--- src/hw/rtl/sensor_frame_gather_argmax_unit_defines.svh ---
// assertion helpers for the rtl scan unit
`ifndef SENSOR_FRAME_GATHER_ARGMAX_UNIT_DEFINES_SVH
`define SENSOR_FRAME_GATHER_ARGMAX_UNIT_DEFINES_SVH

// same-cycle implication, disabled during reset
`define SFGA_ASSERT_SAME(label, clk, rst_n, ante, cons) \
    label: assert property (@(posedge clk) disable iff (!rst_n) (ante) |-> (cons)) \
        else $error("sfga assertion failed");

// next-cycle implication, disabled during reset
`define SFGA_ASSERT_NEXT(label, clk, rst_n, ante, cons) \
    label: assert property (@(posedge clk) disable iff (!rst_n) (ante) |=> (cons)) \
        else $error("sfga assertion failed");

`endif

--- src/hw/rtl/sfga_pkg.sv ---
`timescale 1ns / 1ps

package sfga_pkg;

    // board and channel geometry
    localparam int BOARDS         = 2;
    localparam int CH_PER_BOARD   = 8;
    localparam int TOTAL_CH       = BOARDS * CH_PER_BOARD;
    localparam int BOARD_W        = 1;
    localparam int IDX_W          = $clog2(TOTAL_CH);
    localparam int CNT_W          = $clog2(TOTAL_CH + 1);
    localparam int VAL_W          = 16;

    // frame layout: two reference bytes, then two bytes per channel
    localparam int FRAME_DATA_END = 2 + 2 * CH_PER_BOARD;
    localparam int POS_W          = $clog2(FRAME_DATA_END + 1);

    localparam logic [BOARDS-1:0] BOARD_MASK_RST = '1;

    typedef struct packed {
        logic [BOARD_W-1:0] board_id;
        logic [7:0]         data_byte;
        logic               frame_end;
    } t_in_word;

    typedef struct packed {
        logic [3:0]       max_channel;
        logic [VAL_W-1:0] max_value;
    } t_out_word;

    // reading store write port
    typedef struct packed {
        logic             en;
        logic [IDX_W-1:0] addr;
        logic [VAL_W-1:0] data;
    } t_wr_req;

    // reading store read port
    typedef struct packed {
        logic             en;
        logic [IDX_W-1:0] addr;
    } t_rd_req;

    // scan launch from the frame parser
    typedef struct packed {
        logic              start;
        logic [BOARDS-1:0] en_mask;
    } t_scan_ctrl;

endpackage

--- src/hw/rtl/sfga_store.sv ---
`timescale 1ns / 1ps

module sfga_store (
    input  logic                        i_clk,
    input  logic                        i_rst_n,
    input  sfga_pkg::t_wr_req           i_wr,
    input  sfga_pkg::t_rd_req           i_rd,
    output logic [sfga_pkg::VAL_W-1:0]  o_rd_data
);

    logic [sfga_pkg::VAL_W-1:0]    r_mem [sfga_pkg::TOTAL_CH];
    logic [sfga_pkg::TOTAL_CH-1:0] r_vld;
    logic [sfga_pkg::VAL_W-1:0]    r_rd_data;

    // per-entry written flags, an unwritten entry reads as zero
    always_ff @(posedge i_clk) begin
        if (!i_rst_n) begin
            r_vld <= '0;
        end else if (i_wr.en) begin
            r_vld[i_wr.addr] <= 1'b1;
        end
    end

    // storage write and registered read
    always_ff @(posedge i_clk) begin
        if (i_wr.en) begin
            r_mem[i_wr.addr] <= i_wr.data;
        end
        if (i_rd.en) begin
            r_rd_data <= r_vld[i_rd.addr] ? r_mem[i_rd.addr] : '0;
        end
    end

    assign o_rd_data = r_rd_data;

endmodule

--- src/hw/rtl/sfga_scan.sv ---
`timescale 1ns / 1ps
`include "sensor_frame_gather_argmax_unit_defines.svh"

module sfga_scan (
    input  logic                        i_clk,
    input  logic                        i_rst_n,
    input  sfga_pkg::t_scan_ctrl        i_ctrl,
    output logic                        o_busy,
    output sfga_pkg::t_rd_req           o_rd,
    input  logic [sfga_pkg::VAL_W-1:0]  i_rd_data,
    output logic                        o_out_valid,
    input  logic                        i_out_ready,
    output sfga_pkg::t_out_word         o_out_word
);

    localparam logic [1:0] ST_IDLE = 2'd0;
    localparam logic [1:0] ST_RUN  = 2'd1;
    localparam logic [1:0] ST_DONE = 2'd2;

    logic [1:0]                     r_state,    n_state;
    logic [sfga_pkg::CNT_W-1:0]     r_issue,    n_issue;
    logic                           r_pend,     n_pend;
    logic [sfga_pkg::IDX_W-1:0]     r_pend_idx, n_pend_idx;
    logic [sfga_pkg::VAL_W-1:0]     r_best_val, n_best_val;
    logic [sfga_pkg::IDX_W-1:0]     r_best_ch,  n_best_ch;
    logic [sfga_pkg::BOARDS-1:0]    r_en,       n_en;
    logic                           r_out_vld,  n_out_vld;
    sfga_pkg::t_out_word            r_out_word, n_out_word;
    logic                           w_rd_en;
    logic [sfga_pkg::BOARD_W-1:0]   w_pend_board;
    logic [sfga_pkg::BOARD_W-1:0]   w_best_board;
    logic                           w_take;

    // board that owns the word coming back from the store
    assign w_pend_board = sfga_pkg::BOARD_W'(r_pend_idx
                          / sfga_pkg::IDX_W'(sfga_pkg::CH_PER_BOARD));
    assign w_best_board = sfga_pkg::BOARD_W'(r_best_ch
                          / sfga_pkg::IDX_W'(sfga_pkg::CH_PER_BOARD));

    // shared compare unit: strictly larger wins, so the first maximum stays
    assign w_take = r_pend && r_en[w_pend_board] && (i_rd_data > r_best_val);

    // sequencer
    always_comb begin
        n_state    = r_state;
        n_issue    = r_issue;
        n_pend     = 1'b0;
        n_pend_idx = r_issue[sfga_pkg::IDX_W-1:0];
        n_best_val = r_best_val;
        n_best_ch  = r_best_ch;
        n_en       = r_en;
        n_out_vld  = r_out_vld;
        n_out_word = r_out_word;
        w_rd_en    = 1'b0;

        if (r_out_vld && i_out_ready) begin
            n_out_vld = 1'b0;
        end

        if (w_take) begin
            n_best_val = i_rd_data;
            n_best_ch  = r_pend_idx;
        end

        case (r_state)
            ST_IDLE: begin
                if (i_ctrl.start) begin
                    n_state    = ST_RUN;
                    n_issue    = '0;
                    n_best_val = '0;
                    n_best_ch  = '0;
                    n_en       = i_ctrl.en_mask;
                end
            end
            ST_RUN: begin
                if (r_issue != sfga_pkg::CNT_W'(sfga_pkg::TOTAL_CH)) begin
                    w_rd_en = 1'b1;
                    n_pend  = 1'b1;
                    n_issue = r_issue + 1'b1;
                end else if (!r_pend) begin
                    n_state = ST_DONE;
                end
            end
            ST_DONE: begin
                if (!r_out_vld || i_out_ready) begin
                    n_out_vld              = 1'b1;
                    n_out_word.max_channel = 4'(r_best_ch);
                    n_out_word.max_value   = r_best_val;
                    n_state                = ST_IDLE;
                end
            end
            default: begin
                n_state = ST_IDLE;
            end
        endcase
    end

    // control registers
    always_ff @(posedge i_clk) begin
        if (!i_rst_n) begin
            r_state    <= ST_IDLE;
            r_pend     <= 1'b0;
            r_out_vld  <= 1'b0;
            r_best_val <= '0;
        end else begin
            r_state    <= n_state;
            r_pend     <= n_pend;
            r_out_vld  <= n_out_vld;
            r_best_val <= n_best_val;
        end
    end

    // datapath registers
    always_ff @(posedge i_clk) begin
        r_issue    <= n_issue;
        r_pend_idx <= n_pend_idx;
        r_best_ch  <= n_best_ch;
        r_en       <= n_en;
        r_out_word <= n_out_word;
    end

    assign o_busy      = (r_state != ST_IDLE);
    assign o_rd.en     = w_rd_en;
    assign o_rd.addr   = r_issue[sfga_pkg::IDX_W-1:0];
    assign o_out_valid = r_out_vld;
    assign o_out_word  = r_out_word;

    // a scan is only launched from idle
    `SFGA_ASSERT_SAME(a_start_idle, i_clk, i_rst_n, i_ctrl.start, r_state == ST_IDLE)
    // store reads are issued only while scanning
    `SFGA_ASSERT_SAME(a_rd_in_run, i_clk, i_rst_n, w_rd_en, r_state == ST_RUN)
    // a nonzero best always belongs to an enabled board
    `SFGA_ASSERT_SAME(a_best_enabled, i_clk, i_rst_n, r_best_val != '0, r_en[w_best_board])
    // a finished scan with room at the output publishes a word
    `SFGA_ASSERT_NEXT(a_done_pub, i_clk, i_rst_n,
        (r_state == ST_DONE) && (!r_out_vld || i_out_ready), r_out_vld && (r_state == ST_IDLE))

endmodule

--- src/hw/rtl/sensor_frame_gather_argmax_unit.sv ---
`timescale 1ns / 1ps
// Gathers channel readings from sensor board frames and reports the brightest channel.
// Input channel (i_in_valid / o_in_ready / i_in_word): one frame byte per word, tagged
//   with its board and a frame_end flag. Readings of enabled boards go into a 16-entry
//   store as their high byte arrives.
// When the last enabled board closes its frame, the round is complete and a single
//   compare unit walks the store one channel per cycle. The result word appears on
//   o_out_valid / o_out_word after the closing byte is accepted and the store reads,
//   one read pipeline stage, a wrap-up step and the output register load follow.
// Throughput: one byte word per cycle, except the closing word of a round, after which
//   o_in_ready stays low while the store is scanned and until the result is loaded.
// Configuration (i_cfg_valid / o_cfg_ready / i_cfg_data): the board enable mask, taken
//   while no scan runs; boards it disables lose their fresh flag.
// Reset (synchronous, i_rst_n low): all readings read as zero, enable mask is all
//   ones, no board is fresh, the frame position restarts.
// Output stall: the result stays in its register until taken; the next round can
//   gather meanwhile, and a finished scan holds until the register frees up.
module sensor_frame_gather_argmax_unit (
    input  logic                           i_clk,
    input  logic                           i_rst_n,
    input  logic                           i_in_valid,
    output logic                           o_in_ready,
    input  sfga_pkg::t_in_word             i_in_word,
    output logic                           o_out_valid,
    input  logic                           i_out_ready,
    output sfga_pkg::t_out_word            o_out_word,
    input  logic                           i_cfg_valid,
    output logic                           o_cfg_ready,
    input  logic [sfga_pkg::BOARDS-1:0]    i_cfg_data
);

    logic [sfga_pkg::BOARDS-1:0] r_en,    n_en;
    logic [sfga_pkg::BOARDS-1:0] r_fresh, n_fresh;
    logic [sfga_pkg::POS_W-1:0]  r_pos,   n_pos;
    logic [7:0]                  r_held,  n_held;
    logic                        w_busy;
    logic                        w_in_fire;
    logic                        w_cfg_fire;
    logic                        w_active;
    logic                        w_in_data;
    logic [sfga_pkg::POS_W-1:0]  w_k;
    logic [sfga_pkg::BOARDS-1:0] w_fresh_set;
    sfga_pkg::t_wr_req           w_wr;
    sfga_pkg::t_rd_req           w_rd;
    sfga_pkg::t_scan_ctrl        w_ctrl;
    logic [sfga_pkg::VAL_W-1:0]  w_rd_data;

    assign o_in_ready  = !w_busy;
    assign o_cfg_ready = !w_busy;
    assign w_in_fire   = i_in_valid && o_in_ready;
    assign w_cfg_fire  = i_cfg_valid && o_cfg_ready;

    // frame position decode
    assign w_active    = r_en[i_in_word.board_id];
    assign w_in_data   = (r_pos >= sfga_pkg::POS_W'(2))
                         && (r_pos < sfga_pkg::POS_W'(sfga_pkg::FRAME_DATA_END));
    assign w_k         = r_pos - sfga_pkg::POS_W'(2);
    assign w_fresh_set = r_fresh | (sfga_pkg::BOARDS'(1) << i_in_word.board_id);

    // frame parser and round tracking
    always_comb begin
        n_en           = r_en;
        n_fresh        = r_fresh;
        n_pos          = r_pos;
        n_held         = r_held;
        w_wr.en        = 1'b0;
        w_wr.addr      = sfga_pkg::IDX_W'(i_in_word.board_id * sfga_pkg::CH_PER_BOARD
                                          + (w_k >> 1));
        w_wr.data      = {i_in_word.data_byte, r_held};
        w_ctrl.start   = 1'b0;
        w_ctrl.en_mask = r_en;

        if (w_in_fire) begin
            if (w_active) begin
                if (w_in_data) begin
                    if (!w_k[0]) begin
                        n_held = i_in_word.data_byte;
                    end else begin
                        w_wr.en = 1'b1;
                    end
                end
                if (r_pos < sfga_pkg::POS_W'(sfga_pkg::FRAME_DATA_END)) begin
                    n_pos = r_pos + 1'b1;
                end
            end
            if (i_in_word.frame_end) begin
                n_pos  = '0;
                n_held = '0;
                if (w_active) begin
                    if (w_fresh_set == r_en) begin
                        n_fresh      = '0;
                        w_ctrl.start = 1'b1;
                    end else begin
                        n_fresh = w_fresh_set;
                    end
                end
            end
        end

        // enable mask write drops fresh flags of disabled boards
        if (w_cfg_fire) begin
            n_en    = i_cfg_data;
            n_fresh = n_fresh & i_cfg_data;
        end
    end

    always_ff @(posedge i_clk) begin
        if (!i_rst_n) begin
            r_en    <= sfga_pkg::BOARD_MASK_RST;
            r_fresh <= '0;
            r_pos   <= '0;
            r_held  <= '0;
        end else begin
            r_en    <= n_en;
            r_fresh <= n_fresh;
            r_pos   <= n_pos;
            r_held  <= n_held;
        end
    end

    // channel reading store
    sfga_store u_store (
        .i_clk     (i_clk),
        .i_rst_n   (i_rst_n),
        .i_wr      (w_wr),
        .i_rd      (w_rd),
        .o_rd_data (w_rd_data)
    );

    // maximum search and result register
    sfga_scan u_scan (
        .i_clk       (i_clk),
        .i_rst_n     (i_rst_n),
        .i_ctrl      (w_ctrl),
        .o_busy      (w_busy),
        .o_rd        (w_rd),
        .i_rd_data   (w_rd_data),
        .o_out_valid (o_out_valid),
        .i_out_ready (i_out_ready),
        .o_out_word  (o_out_word)
    );

endmodule

--- config.mk ---
export PLATFORM = sky130hd
export DESIGN_NAME = sensor_frame_gather_argmax_unit
export DESIGN_NICKNAME = d
export VERILOG_FILES = /design/src/hw/rtl/sfga_pkg.sv /design/src/hw/rtl/sfga_store.sv /design/src/hw/rtl/sfga_scan.sv /design/src/hw/rtl/sensor_frame_gather_argmax_unit.sv
export VERILOG_INCLUDE_DIRS = /design/src /design/src/hw/rtl
export SDC_FILE = /design/constraint.sdc
export NUM_CORES = 1
export LEC_CHECK = 0
export ABC_CLOCK_PERIOD_IN_PS = 8750
export BUFFER_PORTS_ARGS = -buffer_cell sky130_fd_sc_hd__buf_2
export CAP_MARGIN = 20
export CORE_AREA = 2 2 204 186
export DETAILED_ROUTE_END_ITERATION = 10
export DIE_AREA = 0 0 206 188
export PLACE_DENSITY = 0.6
export SLEW_MARGIN = 40
export SYNTH_ARGS = -nofsm -noshare
export SYNTH_HDL_FRONTEND = slang
export SYNTH_HIERARCHICAL = 1
export SYNTH_SLANG_ARGS = --single-unit
--- constraint.sdc ---
create_clock -name i_clk -period 8.75 [get_ports i_clk]
set_input_delay 0.4375 -clock i_clk [delete_from_list [all_inputs] [get_ports i_clk]]
set_output_delay 0.4375 -clock i_clk [all_outputs]
set_load 0.01 [all_outputs]
==> key figures, run 1 <==
Floorplan
  • Die W: 206 um
  • Die footprint: ~0.039 mm^2
  • IO Pins: 40
  • DIE HEIGHT: 188 um
  • Rows: 67
  • Initial Util: ~40%
  • Core area: 0.0367 mm^2

CTS
  • Clock Pin Slew Worst Setup and Hold Paths: approximately 60 ps
  • CTS H-tree lvls: 2
  • Clk sinks: 360
  • Post-CTS setup buffer count: 0
  • Num CTS Buffers: 38
  • TritonCTS clock tree: done
  • CTS max path bufs: 3
  • Clock Latency Late Sink: 520 ps
  • Hold buffers post-CTS: 0
  • CTS resizes: 0
  • Clock root cell: clkbuf_16

Placement
  • Placer Congestion: 0.757
  • I/O Buffers: 39
  • Area post-placement: between 0.015 and 0.02 mm^2
  • Worst slack at placement: 5650 ps
  • Final HPWL DP: 19000 um

Worst setup path
  • Worst EP arrival: ~3200 ps
  • Reg2reg end: u_store/r_mem[3][2]
  • Worst reg2reg path depth: 8
  • CP Max Fanout: 12
  • Crit Path Category: reg2reg
  • Worst setup EP type: register
  • Worst endpoint required time: 8940 ps
  • Startpoint types: register
  • Critical R2R Launch: r_pos[1]
  • Internal reg-to-reg setup slack: 5700 ps

Timing
  • Tmin final: 3050 ps
  • Final setup viols: 0
  • Hold slack final: 222 ps
  • Peak Freq: 327 MHz
  • RSZ-0062 raised after global routing: no
  • Ratio of final minimum period to clock period: 34.9%
  • Setup TNS: 0 ps
  • Hold Vio Cnt, Final: 0
  • Final Skew: 16.7 ps
  • Final Max Tran Viols: 0
  • Worst Tran Pin Value: 801 ps
  • Fin worst setup slack: approximately 5700 ps
  • Slew HR: 46.5%

Synth
  • Mean post-synth cell area: 16.9 um^2
  • Mapped Cells: 856
  • Top_reg_cell synth: edfxtp_1
  • Synth top area share: 61.9%
  • Yosys reg bits: 360
  • Syn nets: 895
  • Post-synthesis sequential area ratio: 70.4%
  • Warnings, synthesis: 6
  • Dominant cell type by area after synthesis: edfxtp_1
  • Commonest cells post-synth: edfxtp_1 (299), mux4_2 (68), dfxtp_1 (61), nand2_1 (46)
  • Fraction of registers with async set/reset: 0%
  • Post-synth EDFFs: 299
  • Library cells used by synthesis: 60
  • Most instantiated library cell after synthesis: edfxtp_1
  • Area of the mapped netlist: 0.0145 mm^2
  • Largest cells by area after synthesis: edfxtp_1 (62%), mux4_2 (11%), dfxtp_1 (8.4%)

Hold path
  • Hold-critical path endpoint: r_en[0]
  • Hold Crit Class: in2reg
  • Hold depth: 3
  • Hold Path Origin: i_cfg_data[0]

Global routing
  • Overall global routing resource usage: approximately 16%
  • Number of global-route vias before repair: 7746
  • Grt total ovfl: 0
  • Largest net degree at the start of global routing: 55
  • First-pass GRT wire length: 47500 um
  • Initial antenna violation count: 0

Cells and area
  • Fill count: 3191
  • Finished Cell Area: 0.0165 mm^2
  • Area growth, synth to finish: 13.6%
  • Inserted Diodes: 0
  • Multi-input logic area: 0.00402 mm^2
  • Flip-flop and latch area: 0.0102 mm^2
  • Final nets: between 900 and 1000
  • Share of cells above drive strength 1: roughly 25%

Detailed routing
  • Via count: between 7000 and 8000
  • Residual DRC: 0
  • Met1 WL: 14200 um
  • Drt initial violations: around 680
  • Top layer reached by signal wires: met4
  • DR WL/cell: 21.8 um
  • Final wirelength: around 30000 um
  • Met2 Wirelength: 14300 um
  • Drt pass-1 iters: 5
  • Antenna Nets Post-Route: 0
  • Met3 routed WL: 1590 um
  • Via/cell ratio: between 5 and 6

Power
  • Cell Pwr Density: 214 mW/mm^2
  • Static leakage: 5.53 nW
  • Peak VDD IR: 0.125 mV
  • Power, Total: 3.52 mW

Flow run
  • MaxCap Viol Count: 0

Outcome
  • Status: completed
[worst max-delay path, cell delays in order (launching register included)]
cell and delay [ps]:
dfxtp_1 440, inv_1 130, ha_1 280, nand2b_2 130
xor2_1 140, and3_1 240, nand3_1 290, nor3_2 650
buf_4 400
[cell type report]
cell class | count | share of cell area (%)
clock buffer | 57 | 6.57
tap | 483 | 3.67
sequential | 360 | 62.0
clock inverter | 13 | 0.821
multi-input combinational | 415 | 24.4
timing repair buffer | 55 | 1.96
inverter | 27 | 0.616
[sequential cells by signal (all words and copies together) (netlist names)]
name	cells
u_scan/r_best_val	16
u_scan/o_out_word	20
r_fresh	2
u_store/r_vld	16
r_pos	5
r_en	2
u_scan/r_state	2
u_scan/r_issue	5
u_scan/r_en	2
u_scan/r_pend	1
u_scan/o_out_valid	1
u_store/r_mem	256
u_scan/r_pend_idx	4
u_scan/r_best_ch	4
u_store/o_rd_data	16
r_held	8
[per-layer routing]
| layer | up-vias | GRT usage [%] |
|---|---|---|
| met4 | 0 | 3.98 |
| met3 | 44 | 2.80 |
| met1 | 4004 | 23.8 |
| li1 | 3502 | - |
| met5 | - | 0 |
| met2 | 200 | 25.3 |
[power by group]
part	switching [mW]	leakage, nW	total (mW)	internal [mW]
Combinational	0.0636	1.46	0.100	0.0363
Clock	0.633	0.596	1.55	0.919
Sequential	0.0111	3.48	1.86	1.85
Total	0.707	5.53	3.52	2.81
[how the worst max path moves through the flow]
stage | start | end | slack [ps] | depth (start not counted)
detailed placement | u_scan/r_issue[0] | u_store/o_rd_data[15] | 5650 | 6
CTS | u_scan/r_issue[0] | u_store/o_rd_data[15] | 5630 | 6
global route | r_pos[1] | u_store/r_mem[3][2] | 5460 | 8
global placement | u_scan/r_issue[0] | u_store/o_rd_data[9] | 5490 | 6
finish | r_pos[1] | u_store/r_mem[3][2] | 5700 | 8
floorplan | r_pos[1] | u_store/r_mem[0][0] | 5470 | 7
[cells by family after synthesis]
| family | Yosys count | synth area share [%] |
|---|---|---|
| flops | 360 | 70.4 |
| simple gates | 168 | 6.03 |
| compound gates | 139 | 6.90 |
| buf+inv | 81 | 2.98 |
| mux | 78 | 11.3 |
| fa+ha+maj | 22 | 1.90 |
| xor+xnor | 8 | 0.483 |
[per-stage QoR]
stage | util (%) | std cells
after floorplan | - | 856
after global placement | 41.3 | 1339
after detailed placement | 41.5 | 1340
after CTS | 44.8 | 1410
after global routing | 44.8 | 1410
final | 44.8 | 1410
[placed cells by master (no fill, tap or decap), types with 4 or more instances in the layout]
| cell | synthesis | final |
|---|---|---|
| edfxtp_1 | 299 | 299 |
| mux4_2 | 68 | 68 |
| dfxtp_1 | 61 | 61 |
| nand2_1 | 46 | 46 |
| buf_2 | 14 | 39 |
| clkbuf_16 | 0 | 38 |
| a22oi_1 | 32 | 32 |
| inv_1 | 27 | 27 |
| nand4_1 | 24 | 24 |
| a31oi_1 | 23 | 23 |
| ha_1 | 22 | 22 |
| a21oi_1 | 23 | 22 |
| nand3_1 | 21 | 21 |
| nor2_1 | 32 | 19 |
| a31o_2 | 17 | 17 |
| o21a_1 | 17 | 17 |
| buf_4 | 10 | 14 |
| clkbuf_1 | 18 | 13 |
| nor2_4 | 0 | 12 |
| nor2b_1 | 10 | 9 |
| mux2i_1 | 9 | 9 |
| nand2b_1 | 6 | 6 |
| o21ai_0 | 6 | 6 |
| clkbuf_8 | 0 | 6 |
| clkinv_2 | 0 | 6 |
| xor2_1 | 4 | 4 |
| xnor2_1 | 4 | 4 |
| nor3_2 | 0 | 4 |
(Power assumes the default switching activity.)
==> inputs of run 2 (changes only) <==
--- a/config.mk
+++ b/config.mk
@@ -6,7 +6,7 @@
 export SDC_FILE = /design/constraint.sdc
 export NUM_CORES = 1
 export LEC_CHECK = 0
-export ABC_CLOCK_PERIOD_IN_PS = 8750
+export ABC_CLOCK_PERIOD_IN_PS = 2900
 export BUFFER_PORTS_ARGS = -buffer_cell sky130_fd_sc_hd__buf_2
 export CAP_MARGIN = 20
 export CORE_AREA = 2 2 204 186
==> constraint.sdc (replaced) <==
create_clock -name i_clk -period 2.9 [get_ports i_clk]
set_input_delay 0.145 -clock i_clk [delete_from_list [all_inputs] [get_ports i_clk]]
set_output_delay 0.145 -clock i_clk [all_outputs]
set_load 0.01 [all_outputs]
==> key figures, run 2 (same netlist as run 1, synthesis figures left out) <==
Outcome
  • Status: completed

Placement
  • Final HPWL DP: 19900 um (+5.1%)
  • Placer Congestion: 0.812 (+7.2%)
  • I/O Buffers: 39 (unchanged)
  • Inst Count DP: 1386 (+3.4%)

CTS
  • CTS max path bufs: 3 (unchanged)
  • Post-CTS setup buffer count: 0 (unchanged)
  • Num CTS Buffers: 38 (unchanged)
  • Clock Latency Late Sink: 540 ps (+20 ps)
  • TritonCTS clock tree: done
  • Clk sinks: 360 (unchanged)
  • CTS H-tree lvls: 2 (unchanged)
  • Clock Pin Slew Worst Setup and Hold Paths: 60 ps (about the same)
  • Clock root cell: clkbuf_16

Worst setup path
  • Startpoint types: register
  • Worst endpoint required time: 3120 ps (-5820 ps)
  • Crit Path Category: reg2reg
  • Internal reg-to-reg setup slack: 310 ps (-5390 ps)
  • Critical Path Sink: u_store/r_mem[4][12]
  • Critical R2R Launch: r_pos[1]
  • Worst setup EP type: register
  • Crit path from: r_pos[1]
  • Worst EP arrival: 2820 ps (-420 ps)
  • CP Max Fanout: 10 (-2)
  • Reg2reg end: u_store/r_mem[4][12]
  • Worst reg2reg path depth: 8 (unchanged)

Power
  • Peak VDD IR: 0.432 mV (+240%)
  • Cell Pwr Density: 642 mW/mm^2 (+200%)
  • Static leakage: 5.87 nW (+6.1%)

Hold path
  • Hold Crit Class: in2reg
  • Hold Path Origin: i_in_word[8]
  • Hold depth: 3 (unchanged)

Global routing
  • Grt total ovfl: 0 (unchanged)
  • First-pass GRT wire length: 48500 um (+2.2%)
  • Initial antenna violation count: 2 (+2)
  • Number of global-route vias before repair: 7886 (+1.8%)
  • Largest net degree at the start of global routing: 41 (-25%)
  • Overall global routing resource usage: 16.8% (+0.54 points)

Detailed routing
  • Residual DRC: 0 (unchanged)
  • Drt pass-1 iters: 5 (unchanged)
  • Via count: 7971 (+2.9%)
  • Drt initial violations: 557 (-18%)
  • Via/cell ratio: 5.44 (-1.0%)
  • Antenna Nets Post-Route: 0 (unchanged)
  • Final wirelength: 31400 um (+2.3%)
  • DR WL/cell: 21.4 um (-1.6%)

Timing
  • Tmin final: 2590 ps (-461 ps)
  • Peak Freq: 386 MHz (+18%)
  • Final Max Tran Viols: 0 (unchanged)
  • Final setup viols: 0 (unchanged)
  • Worst Tran Pin Value: 690 ps (-111 ps)
  • Hold Vio Cnt, Final: 0 (unchanged)
  • Ratio of final minimum period to clock period: 89.4% (+55 points)
  • Setup TNS: 0 ps (unchanged)
  • RSZ-0062 raised after global routing: no
  • Final Skew: 11.5 ps (-5.22 ps)
  • Slew HR: 53.9% (+7.3 points)

Floorplan
  • Die footprint: 0.0387 mm^2 (unchanged)
  • Rows: 67 (unchanged)
  • Core area: 0.0367 mm^2 (unchanged)
  • IO Pins: 40 (unchanged)
  • Die W: 206 um (unchanged)
  • DIE HEIGHT: 188 um (unchanged)
  • Initial Util: 39.5% (unchanged)

Cells and area
  • Post-Layout Cell Count: 1465 (+3.9%)
  • Inserted Diodes: 0 (unchanged)
  • Fill count: 3167 (-0.75%)
  • Largest register FFs: 256 (unchanged)
  • Most frequent cells in the layout: edfxtp_1 (299), mux4_2 (68), dfxtp_1 (61)
  • Final nets: 992 (+6.0%)
  • Commonest non-fill, non-tap cell in the layout: edfxtp_1
  • Area growth, synth to finish: 16.9%
  • Share of cells above drive strength 1: 27.4% (+2.8 points)
  • Largest reg by FF count: u_store/r_mem

Flow run
  • MaxCap Viol Count: 0 (unchanged)
[run 2: changes by cell type in the layout (fill, tap and decap cells not counted), sizes merged]
cell,previous run,this run
buf,55,101
bufinv,2,4
clkbuf,57,52
clkinv,8,12
dlygate4sd3,0,10
inv,29,27
[run 2: area by class of cell]
cell class	instances	area, um^2	share of cell area (%)
Sequential cell	360	10200	60.2
Multi-Input combinational cell	415	3960	23.4
Clock buffer	52	1090	6.42
Timing Repair Buffer	111	798	4.71
Tap cell	483	604	3.57
Clock inverter	17	191	1.13
Inverter	27	101	0.598
[run 2: report_power, final]
group / switching [mW] / internal, mW / total (mW)
Combinational: 0.187 / 0.131 / 0.318
Sequential: 0.0307 / 5.59 / 5.62
Clock: 1.95 / 2.99 / 4.94
[run 2: worst max-delay path, cell delays in order, from the launching register on]
cell and delay [ps]:
dfxtp_1 420, inv_1 130, ha_1 270, nand2b_2 130, xor2_1 150, and3_1 230, or3b_2 560, nor2_2 160
buf_4 230
[run 2: worst min path at each step]
stage	slack (ps)	end
2_1_floorplan	220	r_en[0]
3_3_place_gp	430	u_scan/o_out_word[18]
3_5_place_dp	440	u_scan/o_out_word[18]
4_1_cts	0.6	u_store/r_mem[8][10]
5_1_grt	20	u_store/r_mem[8][10]
6_report	10	r_held[7]
[run 2: layer usage]
| layer | GRT usage, % | part of all wire, % | vias up |
|---|---|---|---|
| met1 | 24.2 | 45 | 4029 |
| met3 | 3.34 | 5.8 | 68 |
| met5 | 0 | 0.041 | - |
| met2 | 25.6 | 46 | 248 |
| li1 | - | - | 3624 |
| met4 | 5.52 | 2.6 | 2 |
[run 2: stage by stage]
stage          setup WS, ps  utilization, %  power (mW)  instance area [um^2]  hold WS (ps)
6_report                307            46.1        10.9                 16900          11.1
2_1_floorplan          63.5               -        5.92                 14500           221
3_5_place_dp            341            42.4        6.04                 15600           439
3_3_place_gp            387            42.4        6.04                 15600           433
5_1_grt                 148            46.1        11.2                 16900          21.2
4_1_cts                 296            46.1        11.0                 16900         0.552
[run 2: repair_timing]
action | in CTS | in global routing
endpoints found under the hold margin | 24 | 0
gates resized for setup | 0 | 0
hold buffers | 10 | 0
